File: config.mk
export PLATFORM = sky130hd
export DESIGN_NAME = s_expression_tokenizer_core
export DESIGN_NICKNAME = d
export VERILOG_FILES = /design/src/sv/stok_pkg.sv /design/src/sv/stok_front.sv /design/src/sv/stok_queue.sv /design/src/sv/stok_back.sv /design/src/sv/s_expression_tokenizer_core.sv
export SDC_FILE = /design/constraint.sdc
export NUM_CORES = 1
export LEC_CHECK = 0
export ABC_CLOCK_PERIOD_IN_PS = 26400
export BUFFER_PORTS_ARGS = -buffer_cell sky130_fd_sc_hd__buf_2
export CAP_MARGIN = 20
export CELL_PAD_IN_SITES_DETAIL_PLACEMENT = 0
export CELL_PAD_IN_SITES_GLOBAL_PLACEMENT = 1
export CORE_ASPECT_RATIO = 1.75
export CORE_MARGIN = 5
export CORE_UTILIZATION = 60
export CTS_BUF_LIST = sky130_fd_sc_hd__clkbuf_2
export CTS_CLUSTER_DIAMETER = 30
export DETAILED_ROUTE_END_ITERATION = 7
export GPL_TIMING_DRIVEN = 0
export PLACE_DENSITY_LB_ADDON = 0.1
export SYNTH_ARGS = -nofsm -noshare
export SYNTH_HDL_FRONTEND = slang
export SYNTH_SLANG_ARGS = --single-unit
File: constraint.sdc
create_clock -name clock -period 26.4 [get_ports clock]
set_input_delay 7.92 -clock clock [delete_from_list [all_inputs] [get_ports clock]]
set_output_delay 7.92 -clock clock [all_outputs]
set_load 0.1 [all_outputs]
File: src/sv/stok_pkg.sv
// shared types and constants for the s-expression tokenizer
// no dependencies; every other file in this folder imports it
package stok_pkg;

   localparam int OFFSET_BITS_DEFAULT = 16;
   localparam int QUEUE_DEPTH_DEFAULT = 4;
   localparam int SLOT_COUNT          = 3;
   localparam int OUT_OFFSET_BITS     = 16;

   localparam logic [7:0] CHAR_NUL       = 8'h00;
   localparam logic [7:0] CHAR_SPACE     = 8'h20;
   localparam logic [7:0] CHAR_LF        = 8'h0a;
   localparam logic [7:0] CHAR_TAB       = 8'h09;
   localparam logic [7:0] CHAR_CR        = 8'h0d;
   localparam logic [7:0] CHAR_LPAREN    = 8'h28;
   localparam logic [7:0] CHAR_RPAREN    = 8'h29;
   localparam logic [7:0] CHAR_QUOTE     = 8'h27;
   localparam logic [7:0] CHAR_DQUOTE    = 8'h22;
   localparam logic [7:0] CHAR_HASH      = 8'h23;
   localparam logic [7:0] CHAR_UPPER_A   = 8'h41;
   localparam logic [7:0] CHAR_LOWER_Z   = 8'h7a;
   localparam logic [7:0] CHAR_BACKSLASH = 8'h5c;
   localparam logic [7:0] CHAR_LOWER_T   = 8'h74;
   localparam logic [7:0] CHAR_LOWER_F   = 8'h66;

   typedef enum logic [3:0] {
      KIND_OPEN   = 4'd0,
      KIND_CLOSE  = 4'd1,
      KIND_QUOTE  = 4'd2,
      KIND_STRING = 4'd3,
      KIND_BOOL   = 4'd4,
      KIND_CHAR   = 4'd5,
      KIND_HASH   = 4'd6,
      KIND_SYMBOL = 4'd7,
      KIND_END    = 4'd8
   } kind_type;

   typedef enum logic [1:0] {
      STATUS_OK      = 2'd0,
      STATUS_UNREC   = 2'd1,
      STATUS_UNTERM  = 2'd2
   } status_type;

   typedef enum logic [2:0] {
      MODE_IDLE    = 3'd0,
      MODE_STRING  = 3'd1,
      MODE_HASH    = 3'd2,
      MODE_HASHBSL = 3'd3,
      MODE_SYMBOL  = 3'd4,
      MODE_STOPPED = 3'd5
   } mode_type;

   typedef struct packed {
      kind_type                   kind;
      logic [7:0]                 value;
      logic [OUT_OFFSET_BITS-1:0] start_offset;
      logic [OUT_OFFSET_BITS-1:0] end_offset;
      status_type                 status;
   } res_type;

   // all results caused by one byte, packed from slot 0 up
   typedef struct packed {
      res_type [SLOT_COUNT-1:0] slot;
      logic [1:0]               count;
   } bundle_type;

endpackage

File: src/sv/stok_front.sv
// front end: scan-mode state machine, classifies each byte into a bundle of results
// depends on stok_pkg
module stok_front
   import stok_pkg::*;
#(
   parameter int OFFSET_BITS = OFFSET_BITS_DEFAULT
) (
   input  logic       clock,
   input  logic       reset,
   input  logic       accept,
   input  logic [7:0] text_byte,
   output logic       bundle_valid,
   output bundle_type bundle
);

   localparam logic [OFFSET_BITS-1:0] POS_MAX = '1;

   mode_type               mode_ff, mode_in;
   logic [OFFSET_BITS-1:0] pos_ff, pos_in;
   logic [OFFSET_BITS-1:0] begin_ff, begin_in;
   status_type             cause_ff, cause_in;

   res_type    s0, s1, s2;
   logic       v0, v1, v2;
   logic       do_idle;
   logic [1:0] n;

   function automatic logic [OFFSET_BITS-1:0] sat_inc(input logic [OFFSET_BITS-1:0] v);
      return (v == POS_MAX) ? v : v + 1'b1;
   endfunction

   function automatic res_type mk(input kind_type k, input logic [7:0] val,
                                  input logic [OFFSET_BITS-1:0] s,
                                  input logic [OFFSET_BITS-1:0] e,
                                  input status_type st);
      res_type r;
      r.kind         = k;
      r.value        = val;
      r.start_offset = OUT_OFFSET_BITS'(s);
      r.end_offset   = OUT_OFFSET_BITS'(e);
      r.status       = st;
      return r;
   endfunction

   always_ff @(posedge clock) begin
      if (reset) begin
         mode_ff  <= MODE_IDLE;
         pos_ff   <= '0;
         begin_ff <= '0;
         cause_ff <= STATUS_OK;
      end else begin
         mode_ff  <= mode_in;
         pos_ff   <= pos_in;
         begin_ff <= begin_in;
         cause_ff <= cause_in;
      end
   end

   always_comb begin
      mode_in  = mode_ff;
      pos_in   = pos_ff;
      begin_in = begin_ff;
      cause_in = cause_ff;
      v0 = 1'b0;
      v1 = 1'b0;
      v2 = 1'b0;
      s0 = '0;
      s1 = '0;
      s2 = '0;
      do_idle = 1'b0;
      if (accept) begin
         if (text_byte == CHAR_NUL) begin
            // end of text: flush the pending token, then the end marker
            unique case (mode_ff)
               MODE_SYMBOL: begin
                  v0 = 1'b1;
                  s0 = mk(KIND_SYMBOL, 8'd0, begin_ff, pos_ff, STATUS_OK);
               end
               MODE_HASH: begin
                  v0 = 1'b1;
                  s0 = mk(KIND_HASH, 8'd0, begin_ff, sat_inc(begin_ff), STATUS_OK);
               end
               MODE_HASHBSL: begin
                  v0 = 1'b1;
                  s0 = mk(KIND_HASH, 8'd0, begin_ff, sat_inc(begin_ff), STATUS_OK);
                  v1 = 1'b1;
                  s1 = mk(KIND_SYMBOL, 8'd0, sat_inc(begin_ff), pos_ff, STATUS_OK);
               end
               default: begin
               end
            endcase
            v2 = 1'b1;
            s2 = mk(KIND_END, 8'd0, pos_ff, pos_ff,
                    (mode_ff == MODE_STRING) ? STATUS_UNTERM : cause_ff);
            mode_in  = MODE_IDLE;
            pos_in   = '0;
            begin_in = '0;
            cause_in = STATUS_OK;
         end else begin
            pos_in = sat_inc(pos_ff);
            unique case (mode_ff)
               MODE_IDLE: begin
                  do_idle = 1'b1;
               end
               MODE_STRING: begin
                  if (text_byte == CHAR_DQUOTE) begin
                     v2 = 1'b1;
                     s2 = mk(KIND_STRING, 8'd0, begin_ff, sat_inc(pos_ff), STATUS_OK);
                     mode_in = MODE_IDLE;
                  end
               end
               MODE_HASH: begin
                  if (text_byte == CHAR_LOWER_T || text_byte == CHAR_LOWER_F) begin
                     v2 = 1'b1;
                     s2 = mk(KIND_BOOL, {7'd0, text_byte == CHAR_LOWER_T}, begin_ff,
                             sat_inc(pos_ff), STATUS_OK);
                     mode_in = MODE_IDLE;
                  end else if (text_byte == CHAR_BACKSLASH) begin
                     mode_in = MODE_HASHBSL;
                  end else begin
                     // bare hash, then the byte starts over
                     v0 = 1'b1;
                     s0 = mk(KIND_HASH, 8'd0, begin_ff, sat_inc(begin_ff), STATUS_OK);
                     mode_in = MODE_IDLE;
                     do_idle = 1'b1;
                  end
               end
               MODE_HASHBSL: begin
                  v2 = 1'b1;
                  s2 = mk(KIND_CHAR, text_byte, begin_ff, sat_inc(pos_ff), STATUS_OK);
                  mode_in = MODE_IDLE;
               end
               MODE_SYMBOL: begin
                  if (!(text_byte >= CHAR_UPPER_A && text_byte <= CHAR_LOWER_Z)) begin
                     v0 = 1'b1;
                     s0 = mk(KIND_SYMBOL, 8'd0, begin_ff, pos_ff, STATUS_OK);
                     mode_in = MODE_IDLE;
                     do_idle = 1'b1;
                  end
               end
               MODE_STOPPED: begin
               end
               default: begin
               end
            endcase
            if (do_idle) begin
               if (text_byte inside {CHAR_SPACE, CHAR_LF, CHAR_TAB, CHAR_CR}) begin
                  mode_in = MODE_IDLE;
               end else if (text_byte == CHAR_LPAREN) begin
                  v2 = 1'b1;
                  s2 = mk(KIND_OPEN, 8'd0, pos_ff, sat_inc(pos_ff), STATUS_OK);
               end else if (text_byte == CHAR_RPAREN) begin
                  v2 = 1'b1;
                  s2 = mk(KIND_CLOSE, 8'd0, pos_ff, sat_inc(pos_ff), STATUS_OK);
               end else if (text_byte == CHAR_QUOTE) begin
                  v2 = 1'b1;
                  s2 = mk(KIND_QUOTE, 8'd0, pos_ff, sat_inc(pos_ff), STATUS_OK);
               end else if (text_byte == CHAR_DQUOTE) begin
                  mode_in  = MODE_STRING;
                  begin_in = pos_ff;
               end else if (text_byte == CHAR_HASH) begin
                  mode_in  = MODE_HASH;
                  begin_in = pos_ff;
               end else if (text_byte >= CHAR_UPPER_A && text_byte <= CHAR_LOWER_Z) begin
                  mode_in  = MODE_SYMBOL;
                  begin_in = pos_ff;
               end else begin
                  mode_in  = MODE_STOPPED;
                  cause_in = STATUS_UNREC;
               end
            end
         end
      end
   end

   // pack the valid results from slot 0 up
   always_comb begin
      bundle = '0;
      n = 2'd0;
      if (v0) begin
         bundle.slot[n] = s0;
         n = n + 2'd1;
      end
      if (v1) begin
         bundle.slot[n] = s1;
         n = n + 2'd1;
      end
      if (v2) begin
         bundle.slot[n] = s2;
         n = n + 2'd1;
      end
      bundle.count = n;
      bundle_valid = accept && (v0 || v1 || v2);
   end

endmodule

File: src/sv/stok_queue.sv
// short queue of result bundles between the front end and the back end
// depends on stok_pkg
module stok_queue
   import stok_pkg::*;
#(
   parameter int DEPTH = QUEUE_DEPTH_DEFAULT
) (
   input  logic       clock,
   input  logic       reset,
   input  logic       push,
   input  bundle_type wr_data,
   output logic       full,
   input  logic       pop,
   output bundle_type rd_data,
   output logic       empty
);

   localparam int PTR_BITS   = $clog2(DEPTH);
   localparam int COUNT_BITS = $clog2(DEPTH + 1);
   localparam logic [PTR_BITS-1:0]   PTR_LAST = PTR_BITS'(DEPTH - 1);
   localparam logic [COUNT_BITS-1:0] COUNT_FULL = COUNT_BITS'(DEPTH);

   bundle_type            mem_ff [DEPTH];
   logic [PTR_BITS-1:0]   wr_ptr_ff, wr_ptr_in;
   logic [PTR_BITS-1:0]   rd_ptr_ff, rd_ptr_in;
   logic [COUNT_BITS-1:0] count_ff, count_in;

   assign full    = (count_ff == COUNT_FULL);
   assign empty   = (count_ff == '0);
   assign rd_data = mem_ff[rd_ptr_ff];

   always_comb begin
      wr_ptr_in = wr_ptr_ff;
      rd_ptr_in = rd_ptr_ff;
      count_in  = count_ff;
      if (push) begin
         wr_ptr_in = (wr_ptr_ff == PTR_LAST) ? '0 : wr_ptr_ff + 1'b1;
      end
      if (pop) begin
         rd_ptr_in = (rd_ptr_ff == PTR_LAST) ? '0 : rd_ptr_ff + 1'b1;
      end
      if (push && !pop) begin
         count_in = count_ff + 1'b1;
      end else if (pop && !push) begin
         count_in = count_ff - 1'b1;
      end
   end

   always_ff @(posedge clock) begin
      if (reset) begin
         wr_ptr_ff <= '0;
         rd_ptr_ff <= '0;
         count_ff  <= '0;
      end else begin
         wr_ptr_ff <= wr_ptr_in;
         rd_ptr_ff <= rd_ptr_in;
         count_ff  <= count_in;
      end
   end

   always_ff @(posedge clock) begin
      if (push) begin
         mem_ff[wr_ptr_ff] <= wr_data;
      end
   end

endmodule

File: src/sv/stok_back.sv
// back end: walks the slots of the head bundle, one result per transfer, into the output register
// depends on stok_pkg
module stok_back
   import stok_pkg::*;
(
   input  logic       clock,
   input  logic       reset,
   input  bundle_type head,
   input  logic       q_empty,
   output logic       q_pop,
   output logic       out_valid,
   input  logic       out_pop,
   output res_type    out_res,
   output logic       out_last
);

   logic [1:0] idx_ff, idx_in;
   logic       valid_ff, valid_in;
   res_type    res_ff, res_in;
   logic       last_ff, last_in;
   logic       take;
   logic       is_last;

   // output register frees up when empty or being taken this cycle
   assign take    = (!valid_ff || out_pop) && !q_empty;
   assign is_last = (idx_ff == head.count - 2'd1);
   assign q_pop   = take && is_last;

   always_comb begin
      idx_in   = idx_ff;
      valid_in = valid_ff;
      res_in   = res_ff;
      last_in  = last_ff;
      if (take) begin
         valid_in = 1'b1;
         res_in   = head.slot[idx_ff];
         last_in  = is_last;
         idx_in   = is_last ? 2'd0 : idx_ff + 2'd1;
      end else if (out_pop) begin
         valid_in = 1'b0;
      end
   end

   always_ff @(posedge clock) begin
      if (reset) begin
         idx_ff   <= 2'd0;
         valid_ff <= 1'b0;
      end else begin
         idx_ff   <= idx_in;
         valid_ff <= valid_in;
      end
   end

   always_ff @(posedge clock) begin
      res_ff  <= res_in;
      last_ff <= last_in;
   end

   assign out_valid = valid_ff;
   assign out_res   = res_ff;
   assign out_last  = last_ff;

endmodule

File: src/sv/s_expression_tokenizer_core.sv
// s-expression tokenizer, top level: front end, bundle queue and back end
// depends on stok_pkg, stok_front, stok_queue, stok_back
//
// Input side is a queue write port: drive req_text_byte and raise req_push;
// the byte transfers on a clock edge where req_full is low. Byte 0 ends the text.
// Result side is a queue read port: while rsp_empty is low the oldest token
// is on the rsp_ ports and transfers on an edge where rsp_pop is high.
// One byte can be taken every cycle while req_full is low. A byte makes zero
// to three results; the back end hands out one result per cycle while rsp_pop
// is high, so the output port sets the sustained rate when bytes keep making
// more than one result. The first result of a byte passes through the bundle
// queue and then the output register, provided the queue ahead of it is drained.
// When the receiver stalls, results pile up in the bundle queue (QUEUE_DEPTH
// bundles) plus the output register; req_full rises once the queue is full.
// rsp_last marks the final result caused by one byte.
// Synchronous reset puts the scanner in idle at offset 0 and empties the queue.
module s_expression_tokenizer_core
   import stok_pkg::*;
#(
   parameter int OFFSET_BITS = OFFSET_BITS_DEFAULT,
   parameter int QUEUE_DEPTH = QUEUE_DEPTH_DEFAULT
) (
   input  logic        clock,
   input  logic        reset,
   input  logic        req_push,
   output logic        req_full,
   input  logic [7:0]  req_text_byte,
   output logic        rsp_empty,
   input  logic        rsp_pop,
   output logic [3:0]  rsp_kind,
   output logic [7:0]  rsp_value,
   output logic [15:0] rsp_start_offset,
   output logic [15:0] rsp_end_offset,
   output logic [1:0]  rsp_status,
   output logic        rsp_last
);

   logic       accept;
   logic       bundle_valid;
   bundle_type bundle;
   bundle_type head;
   logic       q_full;
   logic       q_empty;
   logic       q_pop;
   logic       out_valid;
   res_type    out_res;
   logic       out_last;

   assign req_full = q_full;
   assign accept   = req_push && !q_full;

   stok_front #(
      .OFFSET_BITS(OFFSET_BITS)
   ) u_front (
      .clock       (clock),
      .reset       (reset),
      .accept      (accept),
      .text_byte   (req_text_byte),
      .bundle_valid(bundle_valid),
      .bundle      (bundle)
   );

   stok_queue #(
      .DEPTH(QUEUE_DEPTH)
   ) u_queue (
      .clock  (clock),
      .reset  (reset),
      .push   (bundle_valid),
      .wr_data(bundle),
      .full   (q_full),
      .pop    (q_pop),
      .rd_data(head),
      .empty  (q_empty)
   );

   stok_back u_back (
      .clock    (clock),
      .reset    (reset),
      .head     (head),
      .q_empty  (q_empty),
      .q_pop    (q_pop),
      .out_valid(out_valid),
      .out_pop  (rsp_pop),
      .out_res  (out_res),
      .out_last (out_last)
   );

   assign rsp_empty        = !out_valid;
   assign rsp_kind         = out_res.kind;
   assign rsp_value        = out_res.value;
   assign rsp_start_offset = out_res.start_offset;
   assign rsp_end_offset   = out_res.end_offset;
   assign rsp_status       = out_res.status;
   assign rsp_last         = out_last;

endmodule

==> results of run 1 <==
cell usage after synthesis (4+ instances only):
library cell and number:
edfxtp_1 607, mux4_2 140, nor2_1 114, nand2_1 111
o21ai_0 105, clkbuf_1 68, mux2i_1 55, a21oi_1 52
dfxtp_1 48, nand3_1 43, nor3_1 38, a22o_1 32
buf_1 27, and3_1 22, buf_2 18, inv_1 18
o22ai_1 14, xnor2_1 13, ha_1 12, or3_1 11
xor2_1 9, nand4_1 8, o21bai_1 8, a22oi_1 7
nand2b_1 7, and2_1 6, nor4_1 6, o32ai_1 6
buf_6 5, a211oi_1 4, a31oi_1 4, and4_1 4
nand3b_1 4
cells by family (layout without fill, tap and decap cells):
logic type | after synthesis | count (layout) | share of synthesized area (%)
adders and majority gates | 13 | 13 | 0.6167
buffers and inverters | 139 | 466 | 2.136
AOI/OAI and AO/OA | 276 | 276 | 6.625
muxes | 196 | 196 | 13.46
other | 0 | 2 | 0
and+or+nand+nor | 400 | 400 | 6.916
xor gates and xnor gates | 22 | 22 | 0.6984
DFF | 655 | 655 | 69.54
registers in the layout, summed over array words and instances, names as in the netlist, 2 cells and up, named ones only:
register / flops
u_queue.mem_ff: 560
u_back.out_res: 46
u_front.begin_ff: 16
u_front.pos_ff: 16
u_front.mode_ff: 3
u_queue.count_ff: 3
u_back.idx_ff: 2
u_queue.rd_ptr_ff: 2
u_queue.wr_ptr_ff: 2
layout make-up:
cell class	instances	area, sq um	share of cell area (%)
Multi-Input combinational cell	907	7824	25.84
Sequential cell	655	19190	63.38
Clock buffer	203	1016	3.356
Tap cell	583	729.5	2.409
Inverter	19	71.32	0.2356
Antenna cell	2	5.005	0.01653
Timing Repair Buffer	71	606.8	2.004
Clock inverter	53	316.6	1.046
Buffer	120	518.0	1.711
metrics by stage:
stage               hold WS (ns)  total power (uW)
floorplan                 0.4341              1769
global placement          0.4580              1911
detailed placement        0.4633              1919
CTS                       0.4768              2533
global route              0.5025              2625
finish                    0.4783              2516
power by group through the flow:
stage	logic, uW	clock network [uW]	registers [uW]
floorplan	242	0	1530
detailed placement	676	0	1240
CTS	677	636	1220
finish	674	622	1220
global placement	660	0	1250
global route	708	692	1220
per-layer routing:
layer / wire length, um / track usage [%] / part of all wire, % / vias to the layer above
met1: 26220 / 35.65 / 37 / 8454
met3: 4162 / 4.852 / 5.8 / 182
met2: 37490 / 49.46 / 52 / 671
met4: 3564 / 13.58 / 5.0 / 0
li1: - / - / - / 7273
met5: 0 / 0 / 0 / -
worst max-delay path: cells and delay by family:
kind            cells  cell delay, ns
compound gates      1            0.50
fa+ha+maj           1            0.34
buf+inv             5            1.66
simple gates        4            1.43
worst paths after layout:
kind,startpoint,endpoint,slack (ns),depth (start not counted)
setup / recovery,req_push,u_queue.mem_ff[0][74],15.14,11
hold / removal,u_back.out_valid,u_back.out_valid,0.48,2
setup reg to reg,u_queue.count_ff[2],u_queue.mem_ff[2][46],21.32,14
hold reg to reg,u_back.out_valid,u_back.out_valid,0.48,2
==> reports/results.ini, run 1 <==
[run_status]
outcome = finished clean

[logic_synthesis]
synth_top_area_share_pct = 66.06
synth_top_area_cell = edfxtp_1
syn_area_sq_mm = 0.02759
syn_nets = 1726
synth_area_leaders = edfxtp_1, mux4_2, dfxtp_1
async_flop_share_pct = 0
yosysUniqueCellTypes = 81
synth_enable_flop_cells = 607
synth-seq-area-share_pct = 69.54
syn_avg_cell_area_sq_um = 16.22
synth_warnings = 0
ys.flop_type = edfxtp_1
netlist_instances = 1701
synth-seq-cells = 655

[sta]
rsz0062_at_grt = false
final-setup-viol-count = 0
slew_headroom_pct = 24.10
period_share_pct = 42.64
fmax_mhz = 88.83
timing.final.max_slew_violations = 0
fin_worst_skew_ns = 0.1172
hold_violations = 0
finalWorstSetupSlack_ns = 15.14
worst_pin_slew_ns = 1.139
finalSetupTns_ns = 0
min_period_ns = 11.26

[placement]
dp_hpwl_um = 48760
port-buffer-count = 56
numPlacedInstances = 2351
gp_congestion = 0.9579
placed_area_sq_mm = 0.02888
dpl_worst_slack_ns = 14.12

[final_layout]
fin_nets = 1941
mostFrequentLayoutCell = edfxtp_1
most-common-layout-cells = edfxtp_1, clkbuf_2, mux4_2, nor2_1, nand2_1
areaGrowthSynthToFinish_pct = 9.727
drive_gt1_share_pct = 24.21
layoutNonFillerInstCount = 2613
fin_area_sq_mm = 0.03028
n_fill_cell = 3388
finish.utilization_pct = 66.10

[clocking]
hold_buffers = 0
clk_pin_slew_ns = 0.10
clock_sinks = 655
cts_root_buf = clkbuf_2
htree_levels = 4
clockBufferDepth = 3
clock_latency_ns = 1.16
cts_inserted_buffers = 142
cts_tree = built
postCtsSetupBuffers = 0
post_cts_resized = 0

[setup_path]
cp.required_ns = 27.14
crit_path_max_incr_delay_ns = 0.79
cp_max_fo = 50
slowest_stage = and2_4
worstSetupStartpointType = primary input
cpMostUsedCell = clkbuf_1
crit_chain = buf_2, nor2b_1, clkbuf_1, and3_1, clkbuf_1, nand2_1, clkbuf_1, ha_1, a31oi_2, and2_4, buf_16
crit_path_end_kind = register
critPathArrivalTime_ns = 12.00
crit_type = primary input to register

[drt]
wire_per_inst_um = 27.34
num_vias = 16580
drc = 0
antenna_left = 0
viasPerCell = 6.345
drt_iter0_drc = 1352
finalWirelength_um = 71440
dr.pass1.iters = 5

[floorplan]
die_area_sq_mm = 0.05054
die_w_um = 172.1
initial_utilization_pct = 60.24
core_area_sq_mm = 0.04580
die_h_um = 293.7
ios = 61
rows = 104

[pwr]
pwr-share-seq_pct = 48.5
cellPowerDensity_mw_per_mm2 = 83.11
p_sw_uw = 916.9
clkPwrFrac_pct = 24.7
leakagePower_uw = 0.009614
pwr-share-comb_pct = 26.8
p_int_uw = 1599
vdd_drop_max_mv = 0.1134
swShare_pct = 36.44

[global_route]
antenna_found_initial = 1
grt_pass1_wl_um = 106700
grt_pass1_vias = 17250
grt.overflow.total = 0
grtUsageTotal_pct = 28.82
grt_start_max_net_pins = 58

[flow_run]
maxCapViolCount = 0

[min_path]
min_path_type = register to register

(Power assumes the default switching activity.)
==> inputs of run 2 (changes only) <==
Settings changed: ABC_CLOCK_PERIOD_IN_PS 26400 to 10210, CORE_UTILIZATION 60 to 50.
Clock period 26.4 ns to 10.21 ns, I/O delays scaled along.
==> run 2 against run 1 <==
  * Sequential share of layout area down 0.62 points
  * Clock power rose to 2.8 times the previous value
  * Worst setup slack got worse by 11 ns
  * Cell area is 0.99% higher
  * Clock skew down 0.043 ns
  * Cell count up 4.7%
  * Worst hold slack got worse by 0.0042 ns
  * Global-route usage fell by 4.0 points
  * Wire length grew 3.8%
  * Combinational power grew to 2.6 times the previous value
  * Clock-buffer cell count up 8
  * Critical path type unchanged
==> reports/results.ini, run 2 (synthesis gave the netlist of run 1 again) <==
[setup_path]
crit_path_max_incr_delay_ns = 0.67  ; -0.12 ns
path_depth = 13  ; +2
worstSetupStartpointType = primary input
cp_max_fo = 11  ; -78%
r2r_end = u_queue.mem_ff[0][27]
crit_chain = buf_2, nor2b_1, clkbuf_1, and3_1, clkbuf_1, nand2_1, clkbuf_1, ha_1, nand2_1, a21o_1, buf_2, clkbuf_1, o21ai_0
critPathArrivalTime_ns = 7.12  ; -4.88 ns
setup.worst_path.start = req_push
crit_type = primary input to register
r2r_slack_ns = 5.14  ; -16.18 ns
cp.required_ns = 11.07  ; -16.07 ns
crit_path_end_kind = register
crit_family = buffers and inverters
cpMostUsedCell = clkbuf_1
slowest_stage = clkbuf_1
critPathCapture = u_queue.mem_ff[0][27]
reg2reg_depth = 13  ; -1
crit_buf_inv = 6  ; +1
r2r_start = u_queue.count_ff[0]

[clocking]
postCtsSetupBuffers = 0  ; unchanged
hold_buffers = 0  ; unchanged
clock_sinks = 655  ; unchanged
cts_inserted_buffers = 149  ; +4.9%
clockBufferDepth = 3  ; unchanged
clk_pin_slew_ns = 0.10  ; about the same
post_cts_resized = 0  ; unchanged
cts_root_buf = clkbuf_2
clock_latency_ns = 1.24  ; +0.08 ns
htree_levels = 4  ; unchanged
cts_tree = built

[sta]
fmax_mhz = 159.8
slew_headroom_pct = 24.31  ; +0.22 points
finalWorstSetupSlack_ns = 3.951  ; -11.19 ns
timing.final.max_slew_violations = 0  ; unchanged
final-setup-viol-count = 0  ; unchanged
period_share_pct = 61.31
hold_violations = 0  ; unchanged
worst_pin_slew_ns = 1.135  ; -0.003263 ns
min_period_ns = 6.259
fin_worst_skew_ns = 0.07386  ; -0.04333 ns
rsz0062_at_grt = false

[min_path]
min_path_type = register to register
hold_start = u_front.cause_ff[0]

[final_layout]
fin_nets = 1949  ; +0.41%
most-common-layout-cells = edfxtp_1, clkbuf_2, mux4_2, nor2_1, nand2_1
regMostFlops = u_queue.mem_ff
mostFrequentLayoutCell = edfxtp_1
drive_gt1_share_pct = 24.74  ; +0.53 points
areaGrowthSynthToFinish_pct = 10.81
largest_reg_flops = 560  ; unchanged

[global_route]
met2_usage_pct = 43.96  ; -5.5 points
met1_usage_pct = 29.90  ; -5.7 points
grt-busiest-layer = met2
grt.overflow.total = 0  ; unchanged
grt_pass1_wl_um = 110400  ; +3.5%
grtUsageMet3_pct = 4.051  ; -0.80 points
antenna_found_initial = 3  ; +2
grtUsageTotal_pct = 24.79  ; -4.0 points
grt_pass1_vias = 17210  ; -0.23%
grt_start_max_net_pins = 56  ; -3.4%

[drt]
finalWirelength_um = 74150  ; +3.8%
num_vias = 16490  ; -0.54%
drc = 0  ; unchanged
antenna_left = 0  ; unchanged
viasPerCell = 6.027  ; -5.0%
drt_iter0_drc = 1083  ; -20%
dr.pass1.iters = 5  ; unchanged
wire_per_inst_um = 27.10  ; -0.88%

[floorplan]
rows = 114  ; +9.6%
die_h_um = 320.8  ; +9.2%
die_w_um = 187.6  ; +9.0%
initial_utilization_pct = 50.24  ; -10 points
ios = 61  ; unchanged
die_area_sq_mm = 0.06017  ; +19%
core_area_sq_mm = 0.05492  ; +20%

[placement]
dp_hpwl_um = 49960  ; +2.5%
gp_congestion = 0.9138  ; -4.6%
dpl_worst_slack_ns = 2.782  ; -11.34 ns
port-buffer-count = 56  ; unchanged

[pwr]
p_sw_uw = 2410  ; +160%
clkPwrFrac_pct = 26.4  ; +1.7 points
leakagePower_uw = 0.009689  ; +0.78%
pwr-share-seq_pct = 47.3  ; -1.2 points
p_int_uw = 4256  ; +170%
swShare_pct = 36.16  ; -0.29 points
cellPowerDensity_mw_per_mm2 = 218.0  ; +160%
total_power_uw = 6666  ; +160%
vdd_drop_max_mv = 0.2126  ; +87%
pwr-share-comb_pct = 26.3  ; -0.5 points

[flow_run]
maxCapViolCount = 0  ; unchanged

[run_status]
outcome = finished clean

-- run 2: changes by cell type in the layout (fill, tap and decap cells not counted), sizes merged --
cell / previous run / this run
buf: 122 / 123
clkinv: 41 / 40
clkbuf: 271 / 279
bufinv: 2 / 6
inv: 24 / 20
clkinvlp: 5 / 6
clkdlybuf4s15: 1 / 0
diode: 2 / 3
clkdlybuf4s18: 0 / 1
-- run 2: worst min path at each step --
| stage | end | slack, ns | cells past startpoint |
|---|---|---|---|
| 2_1_floorplan | u_front.cause_ff[0] | 0.43 | 2 |
| 6_report | u_front.cause_ff[0] | 0.47 | 2 |
| 3_5_place_dp | u_front.cause_ff[0] | 0.46 | 2 |
| 4_1_cts | u_front.cause_ff[0] | 0.47 | 2 |
| 3_3_place_gp | u_front.cause_ff[0] | 0.46 | 2 |
| 5_1_grt | u_front.cause_ff[0] | 0.50 | 2 |
-- run 2: per-stage QoR --
| stage | utilization [%] | cell area [sq um] | hold slack, ns | TNS, ns | cells |
|---|---|---|---|---|---|
| 2_1_floorplan | - | 27590 | 0.4341 | 0 | 1701 |
| 3_3_place_gp | 52.34 | 28740 | 0.4576 | -1228.57 | 2453 |
| 3_5_place_dp | 52.87 | 29030 | 0.4601 | 0 | 2465 |
| 4_1_cts | 55.55 | 30510 | 0.4738 | 0 | 2729 |
| 5_1_grt | 55.67 | 30570 | 0.4988 | 0 | 2735 |
| 6_report | 55.68 | 30570 | 0.4742 | 0 | 2736 |
-- run 2: power groups by stage --
stage	combinational (uW)	clock (uW)	sequential [uW]
CTS	1770	1820	3160
floorplan	625	0	3950
detailed placement	1760	0	3210
global route	1840	1950	3170
finish	1750	1760	3150
global placement	1720	0	3240
-- run 2: area by class of cell --
| cell class | instances | area, sq um |
|---|---|---|
| well taps | 696 | 870.8 |
| clock inverters | 53 | 417.9 |
| diodes | 3 | 7.507 |
| plain buffers | 120 | 518.0 |
| multi-input cells | 907 | 7824 |
| repair buffers | 72 | 620.6 |
| fillers | 4498 | 24340 |
| flip-flops and latches | 655 | 19190 |
| clock buffers | 211 | 1056 |
| inverters | 19 | 71.32 |
-- run 2: worst reg2reg max path, cell delays in order (launching register included) --
cell	delay, ns
dfxtp_1	0.38
nor3b_1	0.63
nor2b_1	0.12
clkbuf_1	0.28
and3_1	0.24
clkbuf_1	0.25
nand2_1	0.30
clkbuf_1	0.47
ha_1	0.31
nand2_1	0.23
a21o_1	0.24
buf_2	0.17
clkbuf_1	0.39
o21ai_0	0.77
-- run 2: metal layers --
metal	vias up	part of all wire, %	wire length, um
met2	569	53	39350
li1	7296	-	-
met5	-	0.0094	7
met1	8435	38	28040
met4	2	4.3	3157
met3	188	4.8	3586
